==> config.mk <==
export PLATFORM = sky130hd
export DESIGN_NAME = stlb_ctrl
export DESIGN_NICKNAME = d
export VERILOG_FILES = /design/src/rtl/core/stlb_pkg.sv /design/src/rtl/core/stlb_ctrl.sv
export SDC_FILE = /design/constraint.sdc
export NUM_CORES = 1
export LEC_CHECK = 0
export ABC_AREA = 1
export BUFFER_PORTS_ARGS = -buffer_cell sky130_fd_sc_hd__buf_2
export CORE_AREA = 4 4 41 43
export DETAILED_ROUTE_END_ITERATION = 10
export DIE_AREA = 0 0 45 47
export SLEW_MARGIN = 20
export SYNTH_ARGS = -nofsm -noshare
export SYNTH_HDL_FRONTEND = slang
export SYNTH_SLANG_ARGS = --single-unit
==> constraint.sdc <==
create_clock -name clk -period 1.3 [get_ports clk]
set_input_delay 0.195 -clock clk [delete_from_list [all_inputs] [get_ports clk]]
set_output_delay 0.195 -clock clk [all_outputs]
set_load 0.05 [all_outputs]
==> src/rtl/core/stlb_pkg.sv <==
package stlb_pkg;

  localparam int TABLE_DEPTH = 1024;
  localparam int ADDR_W      = $clog2(TABLE_DEPTH);
  localparam int COUNT_W     = $clog2(TABLE_DEPTH + 1);
  localparam int VALUE_W     = 32;
  localparam int POS_W       = 11;

  localparam logic CMD_APPEND = 1'b0;
  localparam logic CMD_QUERY  = 1'b1;

  // controller to datapath
  typedef struct packed {
    logic append;
    logic init;
    logic step;
    logic finish;
  } dp_cmd_t;

  // datapath to controller
  typedef struct packed {
    logic active;
  } dp_status_t;

endpackage

==> src/rtl/core/stlb_ctrl.sv <==
module stlb_ctrl (
  input  logic                  clk,
  input  logic                  rst,
  input  logic                  start,
  input  logic                  command,
  input  stlb_pkg::dp_status_t  status,
  output stlb_pkg::dp_cmd_t     cmd,
  output logic                  busy,
  output logic                  done
);

  typedef enum logic {
    ST_IDLE,
    ST_SEARCH
  } state_t;

  state_t state;
  logic   accept;

  assign accept = start && !busy;

  always_comb begin
    cmd        = '0;
    cmd.append = accept && (command == stlb_pkg::CMD_APPEND);
    cmd.init   = accept && (command == stlb_pkg::CMD_QUERY);
    cmd.step   = (state == ST_SEARCH) && status.active;
    cmd.finish = (state == ST_SEARCH) && !status.active;
  end

  always_ff @(posedge clk) begin
    if (rst) begin
      state <= ST_IDLE;
      busy  <= 1'b0;
      done  <= 1'b0;
    end else begin
      done <= 1'b0;
      unique case (state)
        ST_IDLE: begin
          if (cmd.init) begin
            state <= ST_SEARCH;
            busy  <= 1'b1;
          end
        end
        ST_SEARCH: begin
          // interval empty: hand the answer out and drop back to idle
          if (!status.active) begin
            state <= ST_IDLE;
            busy  <= 1'b0;
            done  <= 1'b1;
          end
        end
        default: begin
          state <= ST_IDLE;
          busy  <= 1'b0;
        end
      endcase
    end
  end

endmodule

### Word level (Yosys, flattened, before mapping)

Cells that the tools add are included.

| operators by class | value |
|---|---|
| eq/ne operators | 2 |
| mux-type cells | 7 |
| bitwise gates (word level) | 2 |
| reduce and logical (&&, ||, !) cells | 9 |

Operators by type and width:

| operator | number |
|---|---|
| 1-bit logical AND | 5 |
| 1-bit two-way mux | 5 |
| 2-bit inequality test (second input constant) | 2 |
| 1-bit one-hot mux with 2 select lines | 2 |
| 1-bit logical NOT | 2 |
| 1-bit NOT | 2 |
| 2-bit AND reduction | 1 |
| 2-bit OR reduction | 1 |

| storage, ports and cells | value |
|---|---|
| flip-flop bits (word level) | 3 |
| input port bits | 5 |
| output and inout port bits | 6 |
| logic and storage cells | 23 |

### Depth between registers and ports, before layout

Gate-level depths: netlist of the first run.

| depth | value |
|---|---|
| depth in word-level cells | 5 |
| depth in mapped cells | 4 |
| gate-level depth less buffers | 4 |

### Worst setup path before layout of the first run

Ideal clock, no wire load.

| timing | value |
|---|---|
| path kind | reg-to-output |
| start | register busy |
| end | output port cmd[2] in the netlist's numbering |
| data arrival time | 1309 ps |
| required time | 1105 ps |
| path slack | -204 ps |
| stages on the path, launching flop included | 4 |
| path buffers | 0 |
| cell sequence | dfxtp_1 -> inv_1 -> nand2_1 -> nor2_1 |

RTL lines:

| element | line | source |
|---|---|---|
| start: declaration | stlb_ctrl.sv:8 | `output logic busy,` |
| start signal: assignment | stlb_ctrl.sv:33 | `busy <= 1'b0;` |
| start signal: assignment | stlb_ctrl.sv:41 | `busy <= 1'b1;` |
| start signal: assignment | stlb_ctrl.sv:48 | `busy <= 1'b0;` |
| end: declaration | stlb_ctrl.sv:7 | `output stlb_pkg::dp_cmd_t cmd,` |

==> metrics.yaml, run 1 <==
finish:
  fin_nets: 39
  antenna_cells: 0
  area_growth_pct: 74.5
  fin_area_sq_um: 223
  drive_above_1_share: 0.424
  final_util: 0.171
run_status:
  status: "finished clean"
setup_path:
  crit_path_max_incr_delay_ns: 0.31
  worst-path-max-fanout: 3
  path_buf_inv: 2
  worstSetupPathType: "reg -> out"
  critPathLaunchType: "flip-flop"
  worst-endpoint-required_ns: 1.11
  crit_slowest_cell: "dfxtp_1"
  crit_family: "buffers and inverters"
  crit_path_end_kind: "output port"
  crit_chain: "inv_1 -> nand2_1 -> nor2_1 -> buf_2"
  worstPathArrival_ns: 1.00
global_route:
  antenna_found_initial: 0
  grt_pass1_wl_um: 469
  first_global_vias: 149
  grt_usage: 0.0371
  grt-ovfl-total: 0
  grt_max_degree: 4
synth:
  synth-edff-count: 0
  synth_warnings: 0
  synthDistinctLibCells: 7
  synthCells: 19
  synthArstFlopShare: 0
  avgSynthCellArea_sq_um: 6.72
  syn_nets: 24
  ys_top_cells_by_area: "dfxtp_1, inv_1, nand2_1"
  seq_area_frac_synth: 0.471
  syn_area_sq_um: 128
  synth_most_common_cell: "inv_1"
  ys.flop_type: "dfxtp_1"
  synth_top_cell_by_area: "dfxtp_1"
  netlist_top_cells_count: "inv_1, dfxtp_1, nand2_1, nor2_1, a21oi_1"
  synth-seq-cells: 3
  synth_top_area_frac: 0.471
timing:
  worst_slack_ns: 0.106
  finalCritPeriodShare: 0.918
  finalSetupViolCount: 0
  slew_viol_final: 0
  finalHoldViolations: 0
  finClkSkew_ns: 0.000200
  worst_pin_slew_ns: 0.252
  period_needed_ns: 1.19
  rsz0062_at_grt: "false"
  fmax_mhz: 838
  slew-limit-headroom: 0.833
routing:
  drt_iter0_drc: 5
  wl_per_cell_um: 6.40
  wl_um: 307
  firstDrtPassIters: 2
  ant_nets: 0
  via_per_inst: 3.10
  via_count: 149
  route.detailed.drc: 0
die:
  die_area_sq_um: 2120
  dieWidth_um: 45
  coreArea_sq_um: 1300
  pin_count: 11
  num_rows: 13
  die_h_um: 47
  start_util: 0.0981
power_and_ir_drop:
  powerDensity_nw_per_um2: 1450
  p_total_w: 0.000324
  ir_drop_v: 0.000226
  power_leakage_nw: 0.137
clock_network:
  ctsHoldBuffers: 0
  numCtsBuffers: 3
  ctsLongestPathBuffers: 2
  cts_tree: "done"
  clock_latency_ns: 0.23
  ctsResizeCount: 0
  clk_pin_slew_ns: 0.04
  clock_sinks: 3
  cts_setup_buffers: 0
  root_buffer: "clkbuf_4"
  htreeDepth: 1
worst_hold_path:
  min_path_type: "in -> reg"
placement:
  dp_hpwl_um: 252
  place_area_sq_um: 196
  place.gp.congestion: 0.664
  port_buffers: 10
  pre_cts_slack_ns: 0.339
job:
  cap_violations: 0
## kinds of logic (layout without fill, tap and decap cells)
logic type | after synthesis | after routing | share of synthesized area
and+or+nand+nor | 8 | 8 | 0.275
DFF | 3 | 3 | 0.471
AOI/OAI and AO/OA | 2 | 2 | 0.0784
buffers and inverters | 6 | 20 | 0.176
## power by group
group	switching [W]	leakage, nW	internal (W)
clock	0.0000446	0.0150	0.000115
combinational	0.0000473	0.0979	0.0000163
sequential	0.00000326	0.0245	0.0000976
total	0.0000951	0.137	0.000229
## area by class of cell
cell class	count	area, sq um
tap	15	18.8
sequential	3	60.1
timing repair buffer	10	50.0
fill	158	1080
inverter	6	22.5
multi-input combinational	10	45.0
clock buffer	4	26.3
## registers in the layout, indices dropped and copies added, names as in the netlist
| register | cells |
|---|---|
| busy | 1 |
| done | 1 |
| state | 1 |
## metrics by stage
step           instances  hold slack [ns]  TNS, ns
2_1_floorplan         19            0.264   -0.408
5_1_grt               48            0.158        0
6_report              48            0.149        0
3_3_place_gp          44            0.386        0
3_5_place_dp          44            0.389        0
4_1_cts               48            0.144        0
## routing by layer
metal / vias to the layer above / share of wire / track usage / wire length (um)
met1: 58 / 0.37 / 0.0294 / 115
met2: 8 / 0.48 / 0.0452 / 146
met3: 0 / 0.15 / 0.0115 / 45
li1: 83 / - / - / -
met5: - / 0 / 0 / 0
met4: 0 / 0 / 0.0877 / 0
## path summary, 6_finish.rpt
path | startpoint | end | slack [ns] | depth (start not counted)
max | busy$_SDFFE_PP0P_ | cmd[2] | 0.11 | 4
min | rst | busy$_SDFFE_PP0P_ | 0.15 | 2
max reg2reg | busy$_SDFFE_PP0P_ | state$_SDFF_PP0_ | 0.62 | 3
min reg2reg | busy$_SDFFE_PP0P_ | busy$_SDFFE_PP0P_ | 0.48 | 2
## cell usage in the layout, fill, tap and decap left out
| master | synthesis | final |
|---|---|---|
| clkbuf_4 | 0 | 3 |
| a21oi_1 | 2 | 2 |
| buf_2 | 0 | 10 |
| clkbuf_1 | 0 | 1 |
| nand2_1 | 3 | 3 |
| dfxtp_1 | 3 | 3 |
| nor2_1 | 3 | 3 |
| inv_1 | 6 | 6 |
| nand4_1 | 1 | 1 |
| nand2_2 | 1 | 1 |
No activity file was read; power rests on OpenSTA's default activity.
==> inputs of run 2 (changes only) <==
--- a/config.mk
+++ b/config.mk
@@ -8,6 +8,7 @@
 export ABC_AREA = 1
 export BUFFER_PORTS_ARGS = -buffer_cell sky130_fd_sc_hd__buf_2
 export CORE_AREA = 4 4 41 43
+export CTS_BUF_LIST = sky130_fd_sc_hd__clkbuf_8
 export DETAILED_ROUTE_END_ITERATION = 10
 export DIE_AREA = 0 0 45 47
 export SLEW_MARGIN = 20
==> run 2 against run 1 <==
Against the previous run: routed wire length grew 1.6%; combinational power is essentially flat; critical path depth is the same; largest cell class unchanged; clock-buffer cell count shrank 1; fmax grew 1.5%; via count shrank 0.67%; design area grew 8.4%; total power grew 30%; first-iteration DRC count is the same; register-to-register slack is essentially flat.
==> metrics.yaml, run 2 (synthesis results as in run 1) <==
run_status:
  status: "finished clean"
setup_path:
  worst-endpoint-required_ns: 1.11
  r2r_end: "state$_SDFF_PP0_"
  crit_end: "cmd[2]"
  r2r_slack_ns: 0.62
  worstSetupPathType: "reg -> out"
  worstPathArrival_ns: 0.98
  crit_path_end_kind: "output port"
  critPathLaunchType: "flip-flop"
  startpoint: "busy$_SDFFE_PP0P_"
  r2r_cells: 3
  worst-path-max-fanout: 3
  r2r_start: "busy$_SDFFE_PP0P_"
finish:
  mostFrequentLayoutCell: "buf_2"
  reg_top3: "busy: 1 flops, done: 1 flops, state: 1 flops"
  mostFrequentLayoutCells: "buf_2, inv_1"
  multi_input_area_sq_um: 45.0
  seqCellArea_sq_um: 60.1
  antenna_cells: 0
  nFillCells: 158
  area_growth_pct: 89.2
  fin_nets: 39
  drive_above_1_share: 0.424
placement:
  dp_hpwl_um: 252
  place.gp.congestion: 0.664
  pre_cts_slack_ns: 0.339
  port_buffers: 10
timing:
  finClkSkew_ns: 0.000373
  finalSetupViolCount: 0
  period_needed_ns: 1.18
  slew_viol_final: 0
  finalCritPeriodShare: 0.904
  worst_pin_slew_ns: 0.252
  slew-limit-headroom: 0.833
  fmax_mhz: 851
  finalHoldViolations: 0
  worst_slack_ns: 0.125
  whs_ns: 0.167
  rsz0062_at_grt: "false"
global_route:
  grt_use_met1: 0.0317
  grt_pass1_wl_um: 496
  grt_usage: 0.0402
  antenna_found_initial: 0
  grt.met3_usage: 0.0230
  grt-ovfl-total: 0
  top_usage_layer: "met4"
  first_global_vias: 154
  grt_max_degree: 4
  grtUsageMet2: 0.0452
power_and_ir_drop:
  ir_drop_v: 0.000384
  p_total_w: 0.000421
  powerDensity_nw_per_um2: 1740
  power_leakage_nw: 0.149
die:
  dieWidth_um: 45
  die_area_sq_um: 2120
  num_rows: 13
  coreArea_sq_um: 1300
  start_util: 0.0981
  die_h_um: 47
  pin_count: 11
routing:
  ant_nets: 0
  route.detailed.drc: 0
  drt_iter0_drc: 5
  firstDrtPassIters: 2
  wl_um: 312
  wl_per_cell_um: 6.50
  via_count: 148
  via_per_inst: 3.08
clock_network:
  ctsHoldBuffers: 0
  root_buffer: "clkbuf_8"
  cts_tree: "done"
  ctsResizeCount: 0
  htreeDepth: 1
  numCtsBuffers: 3
  clock_sinks: 3
  cts_setup_buffers: 0
  ctsLongestPathBuffers: 2
  clk_pin_slew_ns: 0.03
  clock_latency_ns: 0.21
worst_hold_path:
  min_path_type: "in -> reg"
job:
  cap_violations: 0
-- run 2: changes by cell type in the layout (fill, tap and decap cells not counted) --
| cell | delta |
|---|---|
| clkbuf_8 | +3 |
| inv_1 | +1 |
| clkbuf_4 | -3 |
| clkbuf_1 | -1 |
-- run 2: critical path, cell delays in order, from the launching register on --
cell	delay [ns]
dfxtp_1	0.31
inv_1	0.07
nand2_1	0.06
nor2_1	0.07
buf_2	0.26
-- run 2: area by class of cell --
class                      count  area share
tap                           15      0.0777
multi-input combinational     10       0.187
timing repair buffer          10       0.207
clock buffer                   3       0.171
inverter                       6      0.0933
clock inverter                 1      0.0155
sequential                     3       0.249
-- run 2: worst min-delay path by stage --
stage | depth (start not counted) | to | slack (ns) | start
2_1_floorplan | 1 | busy$_SDFFE_PP0P_ | 0.26 | rst
3_3_place_gp | 2 | state$_SDFF_PP0_ | 0.39 | rst
3_5_place_dp | 2 | state$_SDFF_PP0_ | 0.39 | rst
4_1_cts | 2 | state$_SDFF_PP0_ | 0.17 | rst
5_1_grt | 2 | busy$_SDFFE_PP0P_ | 0.18 | rst
6_report | 2 | busy$_SDFFE_PP0P_ | 0.17 | rst
-- run 2: metal layers --
layer / routed length [um] / up-vias
met3: 45 / 0
met5: 0 / -
li1: - / 83
met2: 147 / 8
met1: 119 / 57
met4: 0 / 0
-- run 2: power by group --
group	internal (W)	total (W)	switching (W)	leakage (nW)
logic	0.0000163	0.0000636	0.0000473	0.0979
registers	0.0000978	0.000101	0.00000326	0.0245
clock network	0.000200	0.000256	0.0000555	0.0269
-- run 2: stage by stage --
| step | TNS, ns | instance area [sq um] | util | std cells |
|---|---|---|---|---|
| floorplan | -0.408 | 128 | - | 19 |
| global placement | 0 | 196 | 0.151 | 44 |
| detailed placement | 0 | 196 | 0.151 | 44 |
| CTS | 0 | 241 | 0.186 | 48 |
| global route | 0 | 241 | 0.186 | 48 |
| finish | 0 | 241 | 0.186 | 48 |
==> inputs of run 3 (changes only) <==
--- a/config.mk
+++ b/config.mk
@@ -6,7 +6,7 @@
 export NUM_CORES = 1
 export LEC_CHECK = 0
 export ABC_AREA = 1
-export BUFFER_PORTS_ARGS = -buffer_cell sky130_fd_sc_hd__buf_2
+export BUFFER_PORTS_ARGS = -buffer_cell sky130_fd_sc_hd__clkbuf_2
 export CORE_AREA = 4 4 41 43
 export CTS_BUF_LIST = sky130_fd_sc_hd__clkbuf_8
 export DETAILED_ROUTE_END_ITERATION = 10
==> run 3 against run 2 <==
Against the previous run: combinational power increased by 0.6%; first-iteration DRC count is 100% lower; sequential power about the same; critical path type unchanged.
==> metrics.yaml, run 3 (synthesis results as in run 1) <==
run_status:
  status: "finished clean"
die:
  start_util: 0.0981
  die_h_um: 47
  pin_count: 11
  dieWidth_um: 45
  coreArea_sq_um: 1300
  num_rows: 13
  die_area_sq_um: 2120
power_and_ir_drop:
  p_comb_frac: 0.151
  powerDensity_nw_per_um2: 1760
  p_sw_w: 0.000110
  power_leakage_nw: 0.146
  ir_drop_v: 0.000240
  netSwitchingFraction: 0.259
  seq_power_share: 0.238
  power.internal_w: 0.000315
  p_clk_frac: 0.611
clock_network:
  clock_sinks: 3
  numCtsBuffers: 3
  ctsResizeCount: 0
  cts_setup_buffers: 0
  clock_latency_ns: 0.21
  ctsHoldBuffers: 0
  htreeDepth: 1
  ctsLongestPathBuffers: 2
  clk_pin_slew_ns: 0.03
  root_buffer: "clkbuf_8"
  cts_tree: "done"
global_route:
  first_global_vias: 137
  grt_max_degree: 4
  grt-ovfl-total: 0
  grt_usage: 0.0434
  grt_pass1_wl_um: 476
  antenna_found_initial: 0
timing:
  whs_ns: 0.171
  finClkSkew_ns: 0.000967
  rsz0062_at_grt: "false"
  fmax_mhz: 830
  worst_pin_slew_ns: 0.283
  period_needed_ns: 1.20
  finalCritPeriodShare: 0.927
  finalSetupViolCount: 0
  finalHoldViolations: 0
  slew_viol_final: 0
  tns_ns: 0
  slew-limit-headroom: 0.812
placement:
  place_inst: 44
  place_area_sq_um: 196
  port_buffers: 10
  place.gp.congestion: 0.655
  dp_hpwl_um: 253
finish:
  final_util: 0.186
  area_growth_pct: 89.2
  mostFrequentLayoutCell: "clkbuf_2"
  fin_nets: 39
  reg_top3: "busy: 1 flops, done: 1 flops, state: 1 flops"
  fin_area_sq_um: 241
  drive_above_1_share: 0.424
  mostFrequentLayoutCells: "clkbuf_2, inv_1"
  antenna_cells: 0
  fin_cells: 48
routing:
  wl_um: 329
  ant_nets: 0
  via_count: 163
  firstDrtPassIters: 1
  route.detailed.drc: 0
  wl_per_cell_um: 6.85
  via_per_inst: 3.40
  drt_iter0_drc: 0
setup_path:
  crit_chain: "inv_1 -> nand2_1 -> nor2_1 -> clkbuf_2"
  worstPathArrival_ns: 1.01
  worst-path-max-fanout: 3
  worst-endpoint-required_ns: 1.11
  crit_slowest_cell: "dfxtp_1"
  crit_path_end_kind: "output port"
  critPathLaunchType: "flip-flop"
  worstSetupPathType: "reg -> out"
  crit_path_max_incr_delay_ns: 0.31
worst_hold_path:
  min_path_type: "in -> reg"
job:
  cap_violations: 0
run 3: cell count changes in the layout (fill, tap and decap cells not counted):
| cell | delta |
|---|---|
| buf_2 | -10 |
| clkbuf_2 | +10 |
run 3: power by group through the flow:
stage	combinational [W]	sequential, W	clock, W
2_1_floorplan	0.0000355	0.000113	0
3_3_place_gp	0.0000639	0.000102	0
3_5_place_dp	0.0000647	0.000102	0
4_1_cts	0.0000649	0.000101	0.000268
5_1_grt	0.0000683	0.000102	0.000284
6_report	0.0000640	0.000101	0.000259
run 3: layout make-up:
type                       instances  area [sq um]
fill                             148          1060
sequential                         3          60.1
timing repair buffer              10          50.0
multi-input combinational         10          45.0
clock buffer                       3          41.3
inverter                           6          22.5
tap                               15          18.8
clock inverter                     1          3.75
run 3: routing by layer:
metal	vias to the layer above	wire length [um]	GRT usage
li1	84	-	-
met1	63	114	0.0249
met2	12	126	0.0480
met3	4	52	0.0230
met4	0	36	0.123
met5	-	0	0
run 3: worst max-delay path, delay by kind of cell (launching register included):
family                 cells  cell delay [ns]
buffers and inverters      2             0.35
DFF                        1             0.31
and+or+nand+nor            2             0.14
run 3: per-stage QoR:
| step | worst slack (ns) | power [W] |
|---|---|---|
| final | 0.0952 | 0.000424 |
| after global routing | 0.0171 | 0.000454 |
| after CTS | 0.0864 | 0.000434 |
| after detailed placement | 0.317 | 0.000167 |
| after global placement | 0.321 | 0.000166 |
| after floorplan | -0.204 | 0.000148 |
run 3: path summary, 6_finish.rpt:
check                                       start                end  slack (ns)  depth (start not counted)
worst max-delay path            busy$_SDFFE_PP0P_             cmd[3]         0.1                          4
worst min-delay path                          rst  busy$_SDFFE_PP0P_        0.17                          2
worst max register to register   state$_SDFF_PP0_   state$_SDFF_PP0_        0.60                          3
worst min register to register  busy$_SDFFE_PP0P_  busy$_SDFFE_PP0P_        0.48                          2
